## config.mk

```make
export PLATFORM = sky130hd
export DESIGN_NAME = daily_window_pin_scheduler_unit
export DESIGN_NICKNAME = d
export VERILOG_FILES = /design/src/hw/rtl/dwps_pkg.sv /design/src/hw/rtl/daily_window_pin_scheduler_unit.sv /design/src/hw/rtl/dwps_cell.sv /design/src/hw/rtl/dwps_head.sv
export VERILOG_INCLUDE_DIRS = /design/src /design/src/hw/rtl
export SDC_FILE = /design/constraint.sdc
export NUM_CORES = 1
export LEC_CHECK = 0
export BUFFER_PORTS_ARGS = -buffer_cell sky130_fd_sc_hd__buf_2
export CORE_MARGIN = 1.5
export CORE_UTILIZATION = 49
export DETAILED_ROUTE_END_ITERATION = 12
export PLACE_DENSITY_LB_ADDON = 0.2
export SYNTH_ARGS = -nofsm -noshare
export SYNTH_HDL_FRONTEND = slang
export SYNTH_SLANG_ARGS = --single-unit
```

## constraint.sdc

```tcl
create_clock -name i_clk -period 30.6 [get_ports i_clk]
set_input_delay 6.12 -clock i_clk [delete_from_list [all_inputs] [get_ports i_clk]]
set_output_delay 6.12 -clock i_clk [all_outputs]
set_load 0.02 [all_outputs]
```

## src/hw/rtl/daily_window_pin_scheduler_unit_assert.svh

```systemverilog
`ifndef DAILY_WINDOW_PIN_SCHEDULER_UNIT_ASSERT_SVH
`define DAILY_WINDOW_PIN_SCHEDULER_UNIT_ASSERT_SVH

// Checks that the consequent holds in the same cycle as the antecedent.
`define DWPS_CHECK(lbl, ante, cons, msg) \
    lbl: assert property (@(posedge i_clk) disable iff (!i_rst_n) (ante) |-> (cons)) \
        else $error(msg);

// Checks that the consequent holds in the cycle after the antecedent.
`define DWPS_CHECK_NEXT(lbl, ante, cons, msg) \
    lbl: assert property (@(posedge i_clk) disable iff (!i_rst_n) (ante) |=> (cons)) \
        else $error(msg);

`endif

```

## src/hw/rtl/dwps_pkg.sv

```systemverilog
package dwps_pkg;

    localparam int MAX_WINDOWS_DEF = 16;
    localparam int MAX_RESULTS     = 16;
    localparam int MIN_PER_HOUR    = 60;
    localparam int SEC_PER_MIN     = 60;

    localparam int REQW = 2;
    localparam int SECW = 17;
    localparam int HRW  = 5;
    localparam int MNW  = 6;
    localparam int PINW = 6;
    localparam int IDXW = 4;
    localparam int STW  = 2;
    localparam int MINW = 11;
    localparam int EVW  = $clog2(MAX_RESULTS + 1);

    localparam logic [REQW-1:0] REQ_TICK = 2'd0;
    localparam logic [REQW-1:0] REQ_ADD  = 2'd1;
    localparam logic [REQW-1:0] REQ_DEL  = 2'd2;

    localparam logic [STW-1:0] STAT_OK      = 2'd0;
    localparam logic [STW-1:0] STAT_COVERED = 2'd1;
    localparam logic [STW-1:0] STAT_FULL    = 2'd2;
    localparam logic [STW-1:0] STAT_BADIDX  = 2'd3;

    localparam logic KIND_EVENT  = 1'b0;
    localparam logic KIND_STATUS = 1'b1;

    typedef struct packed {
        logic [MINW-1:0] start_min;
        logic [MINW-1:0] end_min;
        logic [PINW-1:0] pin;
        logic            active;
    } t_entry;

    typedef struct packed {
        logic act;
        logic cov;
    } t_probe;

    typedef struct packed {
        logic            kind;
        logic [PINW-1:0] pin;
        logic            level;
        logic [STW-1:0]  status;
        logic            last;
    } t_result;

    typedef enum logic [1:0] {
        ST_IDLE,
        ST_WALK,
        ST_DONE
    } t_state;

endpackage

```

## src/hw/rtl/daily_window_pin_scheduler_unit.sv

```systemverilog
// Daily window pin scheduler. The window table is a ring of MAX_WINDOWS cells that rotates
// by one entry per cycle past a single compare unit at its head, except while a result is
// waiting on a full output register. A tick or an add walks the whole ring; a delete does
// the same walk and closes the gap left by the removed entry on the way. A delete with a bad
// index skips the walk. A transaction stalls while it has a result to emit and the output
// holds a result that is not yet taken. A new transaction is accepted only after the
// previous one has delivered its last result to the output register.
module daily_window_pin_scheduler_unit #(
    parameter int MAX_WINDOWS = dwps_pkg::MAX_WINDOWS_DEF
) (
    input  logic                       i_clk,
    input  logic                       i_rst_n,
    input  logic                       i_in_valid,
    output logic                       o_in_ready,
    input  logic [dwps_pkg::REQW-1:0]  i_req_type,
    input  logic [dwps_pkg::SECW-1:0]  i_now_second,
    input  logic [dwps_pkg::HRW-1:0]   i_start_hour,
    input  logic [dwps_pkg::MNW-1:0]   i_start_minute,
    input  logic [dwps_pkg::HRW-1:0]   i_end_hour,
    input  logic [dwps_pkg::MNW-1:0]   i_end_minute,
    input  logic [dwps_pkg::PINW-1:0]  i_pin,
    input  logic [dwps_pkg::IDXW-1:0]  i_entry_index,
    output logic                       o_out_valid,
    input  logic                       i_out_ready,
    output logic                       o_kind,
    output logic [dwps_pkg::PINW-1:0]  o_out_pin,
    output logic                       o_level,
    output logic [dwps_pkg::STW-1:0]   o_status,
    output logic                       o_last
);
    import dwps_pkg::*;

    `include "daily_window_pin_scheduler_unit_assert.svh"

    localparam int CW   = $clog2(MAX_WINDOWS + 1);
    localparam int IW   = (CW > IDXW) ? CW : IDXW;
    localparam int NEXT = (MAX_WINDOWS > 1) ? 1 : 0;
    localparam logic [CW-1:0] LAST_STEP = CW'(MAX_WINDOWS - 1);
    localparam logic [CW-1:0] FULL_CNT  = CW'(MAX_WINDOWS);
    localparam logic [EVW-1:0] EV_LIMIT = EVW'(MAX_RESULTS);

    t_state          r_state, n_state;
    logic [CW-1:0]   r_count, n_count;
    logic [CW-1:0]   r_step, n_step;
    logic [EVW-1:0]  r_nev, n_nev;
    logic            r_cov, n_cov;
    logic            r_pend_valid, n_pend_valid;
    logic [PINW-1:0] r_pend_pin, n_pend_pin;
    logic            r_pend_level, n_pend_level;
    logic            r_o_valid;
    t_result         r_res;

    logic [REQW-1:0] r_req;
    logic [SECW-1:0] r_now;
    logic [MINW-1:0] r_ns;
    logic [MINW-1:0] r_ne;
    logic [PINW-1:0] r_pin;
    logic [IDXW-1:0] r_idx;
    logic            r_bad;

    t_entry  w_cell [MAX_WINDOWS];
    t_entry  w_feed;
    t_entry  w_new;
    t_probe  w_probe;
    logic    w_shift;
    logic    w_emit;
    t_result w_res;
    logic    w_out_free;
    logic    w_adv;
    logic    w_in_range;
    logic    w_change;
    logic    w_accept;

    genvar g;
    generate
        for (g = 0; g < MAX_WINDOWS; g++) begin : g_ring
            if (g == MAX_WINDOWS - 1) begin : g_tail
                dwps_cell u_cell (
                    .i_clk   (i_clk),
                    .i_shift (w_shift),
                    .i_entry (w_feed),
                    .o_entry (w_cell[g])
                );
            end else begin : g_body
                dwps_cell u_cell (
                    .i_clk   (i_clk),
                    .i_shift (w_shift),
                    .i_entry (w_cell[g+1]),
                    .o_entry (w_cell[g])
                );
            end
        end
    endgenerate

    dwps_head u_head (
        .i_entry (w_cell[0]),
        .i_now   (r_now),
        .i_ns    (r_ns),
        .i_ne    (r_ne),
        .i_pin   (r_pin),
        .o_probe (w_probe)
    );

    assign o_in_ready = (r_state == ST_IDLE);
    assign w_accept   = i_in_valid && o_in_ready;
    assign w_out_free = !r_o_valid || i_out_ready;
    assign w_in_range = (r_step < r_count);
    assign w_change   = w_in_range && (r_nev < EV_LIMIT) && (w_probe.act != w_cell[0].active);

    always_comb begin
        w_new.start_min = r_ns;
        w_new.end_min   = r_ne;
        w_new.pin       = r_pin;
        w_new.active    = 1'b0;
    end

    always_ff @(posedge i_clk) begin
        if (w_accept) begin
            r_req <= i_req_type;
            r_now <= i_now_second;
            r_ns  <= MINW'(i_start_hour) * MINW'(MIN_PER_HOUR) + MINW'(i_start_minute);
            r_ne  <= MINW'(i_end_hour) * MINW'(MIN_PER_HOUR) + MINW'(i_end_minute);
            r_pin <= i_pin;
            r_idx <= i_entry_index;
            r_bad <= (IW'(i_entry_index) >= IW'(r_count));
        end
    end

    always_comb begin
        n_state      = r_state;
        n_count      = r_count;
        n_step       = r_step;
        n_nev        = r_nev;
        n_cov        = r_cov;
        n_pend_valid = r_pend_valid;
        n_pend_pin   = r_pend_pin;
        n_pend_level = r_pend_level;
        w_feed       = w_cell[0];
        w_emit       = 1'b0;
        w_res.kind   = KIND_STATUS;
        w_res.pin    = '0;
        w_res.level  = 1'b0;
        w_res.status = STAT_OK;
        w_res.last   = 1'b1;
        w_adv        = 1'b0;
        w_shift      = 1'b0;

        case (r_state)
            ST_IDLE: begin
                if (i_in_valid) begin
                    n_step       = '0;
                    n_nev        = '0;
                    n_cov        = 1'b0;
                    n_pend_valid = 1'b0;
                    case (i_req_type)
                        REQ_TICK: n_state = ST_WALK;
                        REQ_ADD:  n_state = ST_WALK;
                        REQ_DEL: begin
                            if (IW'(i_entry_index) >= IW'(r_count)) begin
                                n_state = ST_DONE;
                            end else begin
                                n_state = ST_WALK;
                            end
                        end
                        default:  n_state = ST_IDLE;
                    endcase
                end
            end
            ST_WALK: begin
                case (r_req)
                    REQ_TICK: begin
                        if (w_change && r_pend_valid) begin
                            w_emit       = 1'b1;
                            w_res.kind   = KIND_EVENT;
                            w_res.pin    = r_pend_pin;
                            w_res.level  = r_pend_level;
                            w_res.last   = 1'b0;
                        end
                        w_adv = !w_emit || w_out_free;
                        if (w_change) begin
                            w_feed.active = w_probe.act;
                            if (w_adv) begin
                                n_pend_valid = 1'b1;
                                n_pend_pin   = w_cell[0].pin;
                                n_pend_level = w_probe.act;
                                n_nev        = r_nev + EVW'(1);
                            end
                        end
                    end
                    REQ_ADD: begin
                        w_adv = 1'b1;
                        if (w_in_range && w_probe.cov) begin
                            n_cov = 1'b1;
                        end
                        if ((r_step == r_count) && !r_cov) begin
                            w_feed = w_new;
                        end
                    end
                    default: begin
                        if ((IW'(r_step) == IW'(r_idx)) && w_cell[0].active) begin
                            w_emit      = 1'b1;
                            w_res.kind  = KIND_EVENT;
                            w_res.pin   = w_cell[0].pin;
                            w_res.level = 1'b0;
                            w_res.last  = 1'b0;
                        end
                        w_adv = !w_emit || w_out_free;
                        if (IW'(r_step) >= IW'(r_idx)) begin
                            w_feed = w_cell[NEXT];
                        end
                    end
                endcase
                w_shift = w_adv;
                if (w_adv) begin
                    if (r_step == LAST_STEP) begin
                        n_state = ST_DONE;
                    end else begin
                        n_step = r_step + CW'(1);
                    end
                end
            end
            ST_DONE: begin
                case (r_req)
                    REQ_TICK: begin
                        if (r_pend_valid) begin
                            w_emit      = 1'b1;
                            w_res.kind  = KIND_EVENT;
                            w_res.pin   = r_pend_pin;
                            w_res.level = r_pend_level;
                            if (w_out_free) begin
                                n_pend_valid = 1'b0;
                                n_state      = ST_IDLE;
                            end
                        end else begin
                            n_state = ST_IDLE;
                        end
                    end
                    REQ_ADD: begin
                        w_emit = 1'b1;
                        if (r_cov) begin
                            w_res.status = STAT_COVERED;
                        end else if (r_count == FULL_CNT) begin
                            w_res.status = STAT_FULL;
                        end else begin
                            w_res.status = STAT_OK;
                        end
                        if (w_out_free) begin
                            n_state = ST_IDLE;
                            if (!r_cov && (r_count != FULL_CNT)) begin
                                n_count = r_count + CW'(1);
                            end
                        end
                    end
                    default: begin
                        w_emit       = 1'b1;
                        w_res.status = r_bad ? STAT_BADIDX : STAT_OK;
                        if (w_out_free) begin
                            n_state = ST_IDLE;
                            if (!r_bad) begin
                                n_count = r_count - CW'(1);
                            end
                        end
                    end
                endcase
            end
            default: n_state = ST_IDLE;
        endcase
    end

    always_ff @(posedge i_clk) begin
        if (!i_rst_n) begin
            r_state      <= ST_IDLE;
            r_count      <= '0;
            r_step       <= '0;
            r_nev        <= '0;
            r_cov        <= 1'b0;
            r_pend_valid <= 1'b0;
            r_o_valid    <= 1'b0;
        end else begin
            r_state      <= n_state;
            r_count      <= n_count;
            r_step       <= n_step;
            r_nev        <= n_nev;
            r_cov        <= n_cov;
            r_pend_valid <= n_pend_valid;
            if (w_emit && w_out_free) begin
                r_o_valid <= 1'b1;
            end else if (i_out_ready) begin
                r_o_valid <= 1'b0;
            end
        end
    end

    always_ff @(posedge i_clk) begin
        r_pend_pin   <= n_pend_pin;
        r_pend_level <= n_pend_level;
        if (w_emit && w_out_free) begin
            r_res <= w_res;
        end
    end

    assign o_out_valid = r_o_valid;
    assign o_kind      = r_res.kind;
    assign o_out_pin   = r_res.pin;
    assign o_level     = r_res.level;
    assign o_status    = r_res.status;
    assign o_last      = r_res.last;

    `DWPS_CHECK(a_count_bound, 1'b1, r_count <= FULL_CNT, "Entry count exceeds the table size.")
    `DWPS_CHECK(a_event_bound, 1'b1, r_nev <= EV_LIMIT, "Tick produced too many events.")
    `DWPS_CHECK(a_idle_no_pend, r_state == ST_IDLE, !r_pend_valid, "Event left pending in idle.")
    `DWPS_CHECK_NEXT(a_count_hold, r_state != ST_DONE, $stable(r_count), "Count changed mid-walk.")

endmodule

```

## src/hw/rtl/dwps_cell.sv

```systemverilog
module dwps_cell (
    input  logic            i_clk,
    input  logic            i_shift,
    input  dwps_pkg::t_entry i_entry,
    output dwps_pkg::t_entry o_entry
);
    import dwps_pkg::*;

    t_entry r_entry;

    always_ff @(posedge i_clk) begin
        if (i_shift) begin
            r_entry <= i_entry;
        end
    end

    assign o_entry = r_entry;

endmodule

```

## src/hw/rtl/dwps_head.sv

```systemverilog
module dwps_head (
    input  dwps_pkg::t_entry               i_entry,
    input  logic [dwps_pkg::SECW-1:0]      i_now,
    input  logic [dwps_pkg::MINW-1:0]      i_ns,
    input  logic [dwps_pkg::MINW-1:0]      i_ne,
    input  logic [dwps_pkg::PINW-1:0]      i_pin,
    output dwps_pkg::t_probe               o_probe
);
    import dwps_pkg::*;

    logic [SECW-1:0] w_s;
    logic [SECW-1:0] w_e;

    assign w_s = SECW'(i_entry.start_min) * SECW'(SEC_PER_MIN);
    assign w_e = SECW'(i_entry.end_min) * SECW'(SEC_PER_MIN);

    // A window that wraps past midnight is on from its start or before its end.
    always_comb begin
        if (w_s > w_e) begin
            o_probe.act = (i_now >= w_s) || (i_now < w_e);
        end else begin
            o_probe.act = (i_now >= w_s) && (i_now <= w_e);
        end
        o_probe.cov = (i_entry.pin == i_pin) && (i_ns <= i_entry.start_min)
                      && (i_ne >= i_entry.end_min);
    end

endmodule

```

Yosys cells after proc, flatten, opt, wreduce, memory -nomap -nowiden
Index checks and enable logic that the tools add are counted.

word-level totals
  register bits after elaboration = 554
  output and inout bits = 13
  input port bits = 55

cells by class
  add/subtract/negate cells = 6
  reduce and logical (&&, ||, !) cells = 35
  mux-type cells = 68
  eq/ne operators = 24
  $lt $le $gt $ge = 10
  bitwise operators = 1
  multipliers = 4

operator list
  cell                   count
  $mux 29                3
  $pmux 28 s2            1
  $mux 5                 10
  $mux 8                 4
  $pmux 8 s2             2
  $mul 11x4->15 const B  2
  $pmux 5 s2             3
  $mux 1                 25
  $add 11x6->11          2
  $mux 2                 10
  $mul 5x4->9 const B    2
  $ge 17x17->1           1
  $gt 17x17->1           1
  $le 17x17->1           1
  $lt 17x17->1           1
  $add 5x1->5 const B    3
  $ne 2x2->1 const B     7
  $logic_and 1x1->1      12
  $pmux 1 s2             6
  $reduce_and 4->1       3
  $ge 11x11->1           1
  $le 11x11->1           1
  $ne 2x1->1 const B     5
  $reduce_and 5->1       2
  other kinds (26)       40

Depth between registers and ports, before layout
Gate-level depths: netlist of the first run.

  depth after elaboration = 16
  depth in mapped cells = 25
  gate-level depth less buffers = 25

Hierarchy
From an unflattened synthesis of the first run, not the netlist that was laid out.

unflattened totals
  cell total of the unflattened synthesis = 1,446
  area, all modules = 23,565.1 µm²

modules (own cells, without submodules)
  module                           area each (µm²)  cells each  instances
  dwps_cell                        870.8            29          16
  daily_window_pin_scheduler_unit  5,764.3          534         1
  dwps_head                        3,867.5          448         1

Least setup slack after synthesis of the first run
Ideal clock, no wire load.

  kind = input to register
  start = input port i_out_ready
  end = register g_ring[0].g_body.u_cell.r_entry, in the netlist g_ring[0].g_body.u_cell.o_entry[0] (enable)
  cell stages on the path = 4
  buffers on the path = 1
  data required time = 29.300 ns
  setup slack = 3.634 ns
  library setup time = 1.300 ns
  arrival = 25.666 ns
  path through = nand2b_1 -> clkbuf_1 -> nor2_1 -> nor2_1

on the way
  longest elaborated chain between the ends = 5
  elaborated cells on any way between the ends = 6

RTL lines
  element                              line                                                                            source
  start, declared                      daily_window_pin_scheduler_unit.sv:24                                           input logic i_out_ready,
  $logic_or 1x1->1 *                   daily_window_pin_scheduler_unit.sv:106                                          assign w_out_free = !r_o_valid || i_out_ready;
  $logic_or 1x1->1 (on tied branches)  daily_window_pin_scheduler_unit.sv:207, daily_window_pin_scheduler_unit.sv:179
  $pmux 1 s2 *                         daily_window_pin_scheduler_unit.sv:170                                          case (r_req)
  $mux 1 * (2 in series)               daily_window_pin_scheduler_unit.sv:148                                          case (r_state)
  net g_ring[0].g_body.u_cell.i_shift  dwps_cell.sv:3                                                                  input logic i_shift,
  end signal, assigned                 dwps_cell.sv:13                                                                 r_entry <= i_entry;
  end, declared                        dwps_cell.sv:9                                                                  t_entry r_entry;

The timed path passes the listed nets; every way through them passes the cells marked *. The select of a mux whose other input is x is not followed.
A chain may end at the register's enable or synchronous reset.

Worst setup path in the final report of the first run
  start = register g_ring[0].g_body.u_cell.r_entry, in the netlist g_ring[0].g_body.u_cell.o_entry[11]
  end = register g_ring[14].g_body.u_cell.r_entry, in the netlist g_ring[14].g_body.u_cell.o_entry[3] (enable)

on the way
  longest elaborated chain between the ends = 15
  elaborated cells on any way between the ends = 18

RTL lines
  element                                                line                                    source
  $mul 11x4->15 *                                        dwps_head.sv:15                         assign w_e = SECW'(i_entry.end_min) * SECW'(SEC_PER_MIN);
  $le 17x17->1 or $lt 17x17->1 (tied branches)           dwps_head.sv:22, dwps_head.sv:20
  $logic_and 1x1->1 or $logic_or 1x1->1 (tied branches)  dwps_head.sv:22, dwps_head.sv:20
  $mux 1 *                                               dwps_head.sv:19                         if (w_s > w_e) begin
  $ne 1x1->1 *                                           daily_window_pin_scheduler_unit.sv:108  assign w_change = w_in_range && (r_nev < EV_LIMIT) && (w_probe.act != w_cell[0].active);
  $logic_and 1x1->1 *                                    daily_window_pin_scheduler_unit.sv:108
  $logic_and 1x1->1 *                                    daily_window_pin_scheduler_unit.sv:172  if (w_change && r_pend_valid) begin
  $mux 1 *                                               daily_window_pin_scheduler_unit.sv:172
  $mux 1 *                                               daily_window_pin_scheduler_unit.sv:170
  $mux 1 *                                               daily_window_pin_scheduler_unit.sv:148
  $logic_not 1->1 *                                      daily_window_pin_scheduler_unit.sv:179  w_adv = !w_emit || w_out_free;
  $logic_or 1x1->1 *                                     daily_window_pin_scheduler_unit.sv:179
  $pmux 1 s2 *                                           daily_window_pin_scheduler_unit.sv:170
  $mux 1 * (2 in series)                                 daily_window_pin_scheduler_unit.sv:148
  net g_ring[0].g_body.u_cell.i_shift                    dwps_cell.sv:3
  end signal, assigned                                   dwps_cell.sv:13
  end, declared                                          dwps_cell.sv:9

Marks and branches as above.

==> results.toml, run 1 <==
[clock_tree]
clkTransAtPathRegs_ns = 0.06
postCtsSetupRepairBufs = 0
clk_lat_worst_skew_ns = 0.61
ctsHoldBuffers = 0
cts_made_buffers = 54
cts.sink_count = 554
cts_resized = 0
cts_tree = "built"
cts_root_buf = "sky130_fd_sc_hd__clkbuf_16"
cts_buffer_depth = 3
cts-htree-levels = 2

[timing]
post-route-period-util_pct = 29.6
setup_violations = 0
period_minus_slack_ns = 9.04
final_hold_vios = 0
grt_setup_unrepaired = "no"
finalWorstSetupSlack_ns = 21.56
fin_worst_skew_ns = 0.0330
transition_at_the_pin_with_the_smallest_max_transition_slack_ns = 1.13
maxClockFrequency_ghz = 0.111
slew_violations = 0
totalNegativeSetupSlack_ns = 0
finalHoldWorstSlack_ns = 0.410
max-slew-margin-rel_pct = 24.4

[detailed_routing]
drt_drc_violations_left = 0
number_of_detailed_routing_iterations_run_before_antenna_repair = 5
drt-initial-drc-count = 906
num_vias = 12600
wl_per_cell_um = 18.0
wirelength_um = 42200
drt-vias-per-instance = 5.38
remaining_antenna_violation_count = 0

[worst_setup_path]
rr_worst_depth = 26
worst-endpoint-required_ns = 30.82
critical_path_most_common_cell = "sky130_fd_sc_hd__a21oi_1"
worstSetupEndpointType = "flop"
critical_path.max_stage_delay_ns = 0.97
cp_data_arrival_time_ns = 9.26
crit_type = "reg -> reg"
setup.worst_path.start_class = "flop"
critical_path.slowest_cell = "sky130_fd_sc_hd__buf_4"
cp_max_fo = 95

[global_routing]
antenna_violations_before_repair = 3
grt_remaining_overflow = 0
grt_util_all_layers_pct = 17.2
grt_start_max_net_pins = 201
first_global_vias = 12400
grt_pass1_wl_um = 67500

[yosys]
dominantRegCellSynth = "sky130_fd_sc_hd__edfxtp_1"
number_of_enable_flip_flop_cells_after_synthesis = 534
synthesized_flop_and_latch_total = 554
synthesized_area_mm2 = 0.0242
synth.yosys.seq_area_share_pct = 67.8
synth.yosys.warnings = 0
syn-instance-count = 1536
avgSynthCellArea_um2 = 15.8
synth-async-reset-ratio_pct = 0
synthesis.nets = 1800
synth_cell_type_count = 75

[die]
initial_utilization_pct = 49.6
chipWidth_um = 225
die_height_um = 225
core_area_mm2 = 0.0488
boundaryPins = 68
die_area_mm2 = 0.0508
row_count = 81

[worst_hold_path]
timing.hold.worst_path_depth = 0
timing.hold.worst.class = "reg -> reg"

[finish]
area.growth.synth_to_final_pct = 11.9
final_layout_size_suffix_gt1_share_pct = 11.8
most_frequent_standard_cell_in_the_layout_excluding_fill_and_tap_cells = "sky130_fd_sc_hd__edfxtp_1"
insertedDiodeCount = 0
layout_common_cells = "sky130_fd_sc_hd__edfxtp_1, sky130_fd_sc_hd__ha_1, sky130_fd_sc_hd__inv_1, sky130_fd_sc_hd__buf_2, sky130_fd_sc_hd__nand2_1"
final_net_count = 1908

[pwr]
power.density_mw_per_mm2 = 101
power_leakage_nw = 10.1
max-vdd-ir-drop_v = 0.0000587

[place]
place_hpwl_um = 28000
place.gp.congestion = 0.856
pre_cts_setup_slack_ns = 21.05
port-buffer-count = 67

[run_status]
outcome = "completed"

[job]
maxCapViolations = 0
==> critical path: cells and delay by family (launching register included) <==
kind,cells,cell delay (ns)
compound gates,9,2.16
flops,1,0.42
fa+ha+maj,6,2.34
buf+inv,4,2.06
simple gates,7,1.54
==> per-layer routing <==
layer  GRT usage, %  up-vias  part of all wire [%]
li1               -     6017                     -
met1           26.8     6291                    51
met2           24.1      245                    42
met3           3.05       84                   4.3
met4           6.08        4                   2.6
met5              0        -                 0.069
==> cell type report <==
class | instances | area (um^2)
clock inverter | 30 | 263
timing repair buffer | 78 | 430
multi-input combinational | 824 | 7250
tap | 664 | 831
sequential | 554 | 16400
fill | 3925 | 21700
clock buffer | 66 | 1420
inverter | 132 | 495
==> where the power goes <==
part	leakage [nW]	total (mW)	switching, mW	internal [mW]
registers	5.11	1.09	0.0574	1.03
logic	4.21	1.02	0.615	0.402
clock network	0.823	0.629	0.273	0.356
==> registers in the layout, summed over array words and instances (netlist names) <==
signal and count:
r_pin 6, o_out_valid 1, o_status 2, o_last 1, r_now 17, r_step 5, r_bad 1, r_cov 1
o_out_pin 6, r_state 2, r_pend_valid 1, r_pend_level 1, r_req 2, r_ne 11, o_level 1, g_ring.g_body.u_cell.o_entry 435
r_ns 11, o_kind 1, g_ring.g_tail.u_cell.o_entry 29, r_pend_pin 6, r_nev 5, r_count 5, r_idx 4
==> Yosys cell counts (20+ instances only) <==
cell / count / area [um^2]
sky130_fd_sc_hd__a21o_1: 29 / 218
sky130_fd_sc_hd__a21oi_1: 53 / 265
sky130_fd_sc_hd__a22oi_1: 35 / 263
sky130_fd_sc_hd__clkbuf_1: 22 / 82.6
sky130_fd_sc_hd__dfxtp_1: 20 / 400
sky130_fd_sc_hd__edfxtp_1: 534 / 16000
sky130_fd_sc_hd__fa_1: 55 / 1100
sky130_fd_sc_hd__ha_1: 154 / 1930
sky130_fd_sc_hd__inv_1: 131 / 492
sky130_fd_sc_hd__mux2_2: 20 / 225
sky130_fd_sc_hd__mux2i_1: 24 / 240
sky130_fd_sc_hd__nand2_1: 64 / 240
sky130_fd_sc_hd__nand3_1: 23 / 115
sky130_fd_sc_hd__nor2_1: 35 / 131
sky130_fd_sc_hd__o21a_1: 27 / 203
sky130_fd_sc_hd__o21ai_0: 45 / 225
sky130_fd_sc_hd__xnor2_1: 28 / 245
sky130_fd_sc_hd__xor2_1: 24 / 210
==> worst paths after layout <==
kind                                                                     from                                             to  slack, ns
worst max-delay path            g_ring[0].g_body.u_cell.o_entry[11]$_DFFE_PP_  g_ring[14].g_body.u_cell.o_entry[3]$_DFFE_PP_      21.56
worst min-delay path            g_ring[6].g_body.u_cell.o_entry[23]$_DFFE_PP_  g_ring[5].g_body.u_cell.o_entry[23]$_DFFE_PP_       0.41
worst max register to register  g_ring[0].g_body.u_cell.o_entry[11]$_DFFE_PP_  g_ring[14].g_body.u_cell.o_entry[3]$_DFFE_PP_      21.56
worst min register to register  g_ring[6].g_body.u_cell.o_entry[23]$_DFFE_PP_  g_ring[5].g_body.u_cell.o_entry[23]$_DFFE_PP_       0.41
==> cells by family (layout without fill, tap and decap cells) <==
group	after synthesis	count (layout)	share of synthesized area, %
adder cells (fa/ha/maj)	212	212	12.6
AND/OR/NAND/NOR	232	232	5.00
XOR/XNOR	52	52	1.88
buffers and inverters	158	306	2.45
flip-flops	554	554	67.8
multiplexers	44	44	1.92
AO/OA/AOI/OAI	284	284	8.35
==> stage by stage <==
step	std cells	area, um^2	util (%)	total power, mW
global route	2348	27100	55.5	2.94
finish	2348	27100	55.5	2.73
detailed placement	2252	25400	52.1	2.12
floorplan	1536	24200	-	1.95
global placement	2252	25400	52.1	2.09
CTS	2348	27100	55.5	2.76
(Power assumes the default switching activity.)
==> run 2: changes to the inputs <==
Clock period 30.6 ns to 8.55 ns, I/O delays scaled along.
==> run 2 against run 1 <==
Net effect: combinational power rose to 3.7 times the previous value; via count rose by 0.13%; routed wire length rose by 2.9%; global-route usage rose by 0.39 points; setup slack got worse by 20 ns; sequential share of layout area fell by 0.63 points; die area did not move.
==> results.toml, run 2 (synthesized netlist as in run 1, its figures left out) <==
[job]
maxCapViolations = 0

[detailed_routing]
drt-vias-per-instance = 5.38
drt_drc_violations_left = 0
remaining_antenna_violation_count = 0
wirelength_um = 43400
number_of_detailed_routing_iterations_run_before_antenna_repair = 5
wl_per_cell_um = 18.5
drt-initial-drc-count = 951
num_vias = 12700

[place]
dp.cells = 2253
dpl_cell_area_mm2 = 0.0256
port-buffer-count = 67
place.gp.congestion = 0.895
place_hpwl_um = 29300

[clock_tree]
cts_root_buf = "sky130_fd_sc_hd__clkbuf_16"
ctsHoldBuffers = 0
cts.sink_count = 554
postCtsSetupRepairBufs = 0
cts-htree-levels = 2
cts_resized = 0
cts_buffer_depth = 3
cts_made_buffers = 56
cts_tree = "built"
clk_lat_worst_skew_ns = 0.63
clkTransAtPathRegs_ns = 0.06

[global_routing]
antenna_violations_before_repair = 0
grt_remaining_overflow = 0
grt_start_max_net_pins = 133
grt_pass1_wl_um = 68700
grt_util_all_layers_pct = 17.6
first_global_vias = 12500

[worst_setup_path]
critical_path.slowest_cell = "sky130_fd_sc_hd__buf_12"
setup.worst_path.start_class = "flop"
cell_chain_critical_path = "inv_1 -> fa_1 -> fa_1 -> inv_1 -> ha_4 -> a21oi_2 -> a21oi_1 -> or3_1 -> a21oi_2 -> xor2_1 -> ha_1 -> and3_4 -> a221o_1 -> a21oi_2 -> nand2_1 -> maj3_2 -> maj3_2 -> a21oi_4 -> o221ai_4 -> a32oi_4 -> nor2_2 -> nor2_4 -> buf_12"
critical_path_most_common_cell = "sky130_fd_sc_hd__a21oi_2"
critical_path_depth = 23
crit_type = "reg -> reg"
crit_path_end = "g_ring[2].g_body.u_cell.o_entry[23]$_DFFE_PP_"
cp_max_fo = 132
cp_data_arrival_time_ns = 7.35
critical-path-top-delay-family = "adder cells"
rr_worst_depth = 23
critical_path.reg2reg.startpoint = "g_ring[0].g_body.u_cell.o_entry[8]$_DFFE_PP_"
reg2reg_slack_ns = 1.43
worstSetupEndpointType = "flop"
critical_path.max_stage_delay_ns = 0.55
bufs_and_invs_on_worst_path = 3
worst-endpoint-required_ns = 8.78
timing.critical_path.from = "g_ring[0].g_body.u_cell.o_entry[8]$_DFFE_PP_"
worst_r2r_endpoint = "g_ring[2].g_body.u_cell.o_entry[23]$_DFFE_PP_"

[worst_hold_path]
timing.hold.worst.class = "reg -> reg"
timing.hold.worst_path_depth = 0

[pwr]
switchingPower_mw = 3.51
seq_power_share_pct = 38.5
power.density_mw_per_mm2 = 369
combPwrFrac_pct = 37.6
finalPower_mw = 10.1
p_int_mw = 6.61
clock_power_share_pct = 23.9
power_leakage_nw = 10.2
swShare_pct = 34.7
max-vdd-ir-drop_v = 0.000216

[finish]
layout_common_cells = "sky130_fd_sc_hd__edfxtp_1, sky130_fd_sc_hd__ha_1, sky130_fd_sc_hd__inv_1, sky130_fd_sc_hd__buf_2, sky130_fd_sc_hd__nand2_1"
final_net_count = 1911
largest_register_ffs = 435
stdcell_area_mm2 = 0.0274
utilization_pct = 56.1
area.growth.synth_to_final_pct = 13.0
final-instance-count-excl-fill = 2354
most_frequent_standard_cell_in_the_layout_excluding_fill_and_tap_cells = "sky130_fd_sc_hd__edfxtp_1"
final_layout_size_suffix_gt1_share_pct = 13.3

[timing]
finalHoldWorstSlack_ns = 0.391
transition_at_the_pin_with_the_smallest_max_transition_slack_ns = 1.15
grt_setup_unrepaired = "no"
maxClockFrequency_ghz = 0.141
final_hold_vios = 0
setup_violations = 0
max-slew-margin-rel_pct = 22.7
slew_violations = 0
post-route-period-util_pct = 83.2
fin_worst_skew_ns = 0.0509
period_minus_slack_ns = 7.12

[die]
row_count = 81
die_height_um = 225
boundaryPins = 68
initial_utilization_pct = 49.6
die_area_mm2 = 0.0508
core_area_mm2 = 0.0488
chipWidth_um = 225

[run_status]
outcome = "completed"
## run 2: cell count changes in the layout (fill, tap and decap cells not counted), moves of 4 or more
cell	delta
sky130_fd_sc_hd__a21oi_2	+4
sky130_fd_sc_hd__a21oi_1	-5
sky130_fd_sc_hd__inv_1	-7
sky130_fd_sc_hd__inv_2	+7
## run 2: per-stage QoR
step                setup slack (ns)   TNS, ns
floorplan                      -3.73  -1732.49
global placement                1.59         0
detailed placement              1.46         0
CTS                             1.44         0
global route                   0.925         0
finish                          1.43         0
## run 2: power by group through the flow
| stage | sequential [mW] | clock, mW | combinational [mW] |
|---|---|---|---|
| final | 3.90 | 2.42 | 3.81 |
| after global routing | 3.94 | 2.60 | 4.29 |
| after global placement | 3.93 | 0 | 3.75 |
| after CTS | 3.90 | 2.50 | 3.82 |
| after detailed placement | 3.95 | 0 | 3.79 |
| after floorplan | 3.96 | 0 | 2.85 |
## run 2: layout make-up
class | count | area, um^2
Antenna cell | 1 | 2.50
Clock buffer | 67 | 1460
Clock inverter | 33 | 389
Fill cell | 3866 | 21400
Inverter | 132 | 495
Multi-Input combinational cell | 824 | 7320
Sequential cell | 554 | 16400
Tap cell | 664 | 831
Timing Repair Buffer | 79 | 475
## run 2: metal layers
metal / up-vias / track usage, % / share of wire [%]
met4: 0 / 6.13 / 2.4
met3: 67 / 2.62 / 4.1
met2: 244 / 25.6 / 44
met1: 6314 / 27.0 / 50
li1: 6032 / - / -
met5: - / 0 / 0
## run 2: how the worst min path moves through the flow
stage                                                              start                                             end  slack (ns)
after detailed placement  g_ring[11].g_body.u_cell.o_entry[25]$_DFFE_PP_  g_ring[10].g_body.u_cell.o_entry[25]$_DFFE_PP_        0.40
final                      g_ring[2].g_body.u_cell.o_entry[17]$_DFFE_PP_   g_ring[1].g_body.u_cell.o_entry[17]$_DFFE_PP_        0.39
after CTS                  g_ring[2].g_body.u_cell.o_entry[17]$_DFFE_PP_   g_ring[1].g_body.u_cell.o_entry[17]$_DFFE_PP_        0.39
after global placement     g_ring[2].g_body.u_cell.o_entry[13]$_DFFE_PP_   g_ring[1].g_body.u_cell.o_entry[13]$_DFFE_PP_        0.40
after floorplan            g_ring[11].g_body.u_cell.o_entry[0]$_DFFE_PP_   g_ring[10].g_body.u_cell.o_entry[0]$_DFFE_PP_        0.40
after global routing       g_ring[2].g_body.u_cell.o_entry[17]$_DFFE_PP_   g_ring[1].g_body.u_cell.o_entry[17]$_DFFE_PP_        0.39
## run 2: worst register-to-register path: stages (launching register included)
cell and delay (ns):
sky130_fd_sc_hd__edfxtp_1 0.45, sky130_fd_sc_hd__inv_1 0.12, sky130_fd_sc_hd__fa_1 0.50, sky130_fd_sc_hd__fa_1 0.51, sky130_fd_sc_hd__inv_1 0.06, sky130_fd_sc_hd__ha_4 0.26, sky130_fd_sc_hd__a21oi_2 0.17, sky130_fd_sc_hd__a21oi_1 0.10
sky130_fd_sc_hd__or3_1 0.33, sky130_fd_sc_hd__a21oi_2 0.16, sky130_fd_sc_hd__xor2_1 0.39, sky130_fd_sc_hd__ha_1 0.34, sky130_fd_sc_hd__and3_4 0.19, sky130_fd_sc_hd__a221o_1 0.32, sky130_fd_sc_hd__a21oi_2 0.16, sky130_fd_sc_hd__nand2_1 0.08
sky130_fd_sc_hd__maj3_2 0.33, sky130_fd_sc_hd__maj3_2 0.34, sky130_fd_sc_hd__a21oi_4 0.17, sky130_fd_sc_hd__o221ai_4 0.15, sky130_fd_sc_hd__a32oi_4 0.40, sky130_fd_sc_hd__nor2_2 0.09, sky130_fd_sc_hd__nor2_4 0.48, sky130_fd_sc_hd__buf_12 0.56
==> run 3: changes to the inputs <==
Clock period 8.55 ns to 6.9 ns, I/O delays scaled along.
==> run 3 against run 2 <==
Net effect: sequential share of layout area down 0.71 points; sequential cell count unchanged; hold slack got worse by 0.0074 ns; clock skew increased by 0.0024 ns; routed wire length grew 2.6%; via count rose by 0.37%; sequential power is 23% higher; largest cell class unchanged.
==> results.toml, run 3 (synthesized netlist as in run 1, its figures left out) <==
[place]
place.gp.congestion = 0.881
dpl_cell_area_mm2 = 0.0259
place_hpwl_um = 30200
pre_cts_setup_slack_ns = 0.321
port-buffer-count = 67
dp.cells = 2280

[finish]
final_net_count = 1943
final-instance-count-excl-fill = 2386
largest_register_ffs = 435
stdcell_area_mm2 = 0.0277
area.growth.synth_to_final_pct = 14.4
most_frequent_standard_cell_in_the_layout_excluding_fill_and_tap_cells = "sky130_fd_sc_hd__edfxtp_1"
final_layout_size_suffix_gt1_share_pct = 14.8
utilization_pct = 56.8
num-fill-cells = 3871
layout_common_cells = "sky130_fd_sc_hd__edfxtp_1, sky130_fd_sc_hd__ha_1, sky130_fd_sc_hd__inv_1, sky130_fd_sc_hd__buf_2, sky130_fd_sc_hd__nand2_1"

[timing]
finalHoldWorstSlack_ns = 0.383
max-slew-margin-rel_pct = 30.3
post-route-period-util_pct = 93.9
setup_violations = 0
grt_setup_unrepaired = "no"
totalNegativeSetupSlack_ns = 0
transition_at_the_pin_with_the_smallest_max_transition_slack_ns = 1.04
maxClockFrequency_ghz = 0.154
period_minus_slack_ns = 6.48
fin_worst_skew_ns = 0.0533
finalWorstSetupSlack_ns = 0.422
slew_violations = 0
final_hold_vios = 0

[worst_hold_path]
hold_path_end = "g_ring[6].g_body.u_cell.o_entry[2]$_DFFE_PP_"
min-delay-start = "g_ring[7].g_body.u_cell.o_entry[2]$_DFFE_PP_"
timing.hold.worst_path_depth = 0
timing.hold.worst.class = "reg -> reg"

[detailed_routing]
drt-initial-drc-count = 864
drt-vias-per-instance = 5.32
num_vias = 12700
wirelength_um = 44600
remaining_antenna_violation_count = 0
drt_drc_violations_left = 0
wl_per_cell_um = 18.7
number_of_detailed_routing_iterations_run_before_antenna_repair = 5

[worst_setup_path]
crit_type = "reg -> reg"
critical_path.max_stage_delay_ns = 0.52
cp_data_arrival_time_ns = 6.79
worst-endpoint-required_ns = 7.21
worst_r2r_endpoint = "g_ring[8].g_body.u_cell.o_entry[7]$_DFFE_PP_"
critical_path.reg2reg.startpoint = "g_ring[0].g_body.u_cell.o_entry[8]$_DFFE_PP_"
critical_path.slowest_cell = "sky130_fd_sc_hd__fa_1"
rr_worst_depth = 26
cp_max_fo = 39
setup.worst_path.start_class = "flop"
worstSetupEndpointType = "flop"
bufs_and_invs_on_worst_path = 4
critical-path-top-delay-family = "adder cells"
reg2reg_slack_ns = 0.42

[clock_tree]
cts_tree = "built"
clk_lat_worst_skew_ns = 0.64
ctsHoldBuffers = 0
cts-htree-levels = 2
cts_root_buf = "sky130_fd_sc_hd__clkbuf_16"
clkTransAtPathRegs_ns = 0.06
cts_made_buffers = 56
cts.sink_count = 554
cts_buffer_depth = 3

[die]
boundaryPins = 68
core_area_mm2 = 0.0488
die_area_mm2 = 0.0508
chipWidth_um = 225
initial_utilization_pct = 49.6
die_height_um = 225
row_count = 81

[global_routing]
grt_util_all_layers_pct = 17.9
grt_remaining_overflow = 0
grt_start_max_net_pins = 53
antenna_violations_before_repair = 0
grt_pass1_wl_um = 70300
first_global_vias = 12700

[pwr]
power_leakage_nw = 10.4
finalPower_mw = 12.6
power.density_mw_per_mm2 = 453
max-vdd-ir-drop_v = 0.000210

[job]
maxCapViolations = 0

[run_status]
outcome = "completed"
## run 3: cell count changes in the layout (fill, tap and decap cells not counted), moves of 2 or more
| cell | before | now |
|---|---|---|
| sky130_fd_sc_hd__buf_12 | 4 | 13 |
| sky130_fd_sc_hd__buf_4 | 8 | 29 |
| sky130_fd_sc_hd__bufinv_16 | 6 | 3 |
| sky130_fd_sc_hd__clkinv_1 | 11 | 16 |
| sky130_fd_sc_hd__clkinv_2 | 7 | 5 |
| sky130_fd_sc_hd__inv_6 | 0 | 4 |
## run 3: worst max path at each step
stage                                                           to                                     startpoint  slack, ns  depth (start not counted)
floorplan             g_ring[0].g_body.u_cell.o_entry[0]$_DFFE_PP_  g_ring[0].g_body.u_cell.o_entry[10]$_DFFE_PP_      -5.38                         22
global placement    g_ring[10].g_body.u_cell.o_entry[10]$_DFFE_PP_   g_ring[0].g_body.u_cell.o_entry[8]$_DFFE_PP_       0.46                         24
CTS                  g_ring[12].g_body.u_cell.o_entry[7]$_DFFE_PP_  g_ring[0].g_body.u_cell.o_entry[24]$_DFFE_PP_       0.30                         25
finish                g_ring[8].g_body.u_cell.o_entry[7]$_DFFE_PP_   g_ring[0].g_body.u_cell.o_entry[8]$_DFFE_PP_       0.42                         26
detailed placement   g_ring[13].g_body.u_cell.o_entry[9]$_DFFE_PP_  g_ring[0].g_body.u_cell.o_entry[24]$_DFFE_PP_       0.32                         25
global route          g_ring[8].g_body.u_cell.o_entry[9]$_DFFE_PP_  g_ring[0].g_body.u_cell.o_entry[20]$_DFFE_PP_      0.008                         26
## run 3: final cells by class
cell class	count	area (um^2)	area share, %
Antenna cell	1	2.50	0.00902
Clock buffer	66	1460	5.26
Clock inverter	34	329	1.19
Inverter	132	495	1.79
Multi-Input combinational cell	824	7330	26.4
Sequential cell	554	16400	59.3
Tap cell	664	831	3.00
Timing Repair Buffer	111	850	3.06
## run 3: metal layers
layer	part of all wire [%]	routed length, um	GRT usage, %	vias up
met5	0	0	0	-
met4	2.0	901	4.98	0
met3	4.5	2010	3.40	65
met2	43	19300	25.9	238
met1	50	22400	27.7	6308
li1	-	-	-	6093
## run 3: where the power goes
| part | internal [mW] | switching, mW | total (mW) |
|---|---|---|---|
| registers | 4.56 | 0.253 | 4.81 |
| logic | 1.98 | 2.86 | 4.85 |
| clock network | 1.64 | 1.26 | 2.90 |
| total | 8.18 | 4.38 | 12.6 |
## run 3: repair_timing
item	in CTS	in global routing
buffers inserted	0	4
endpoints found under the hold margin	0	0
resized for setup	0	5
endpoints found under the setup margin	0	328
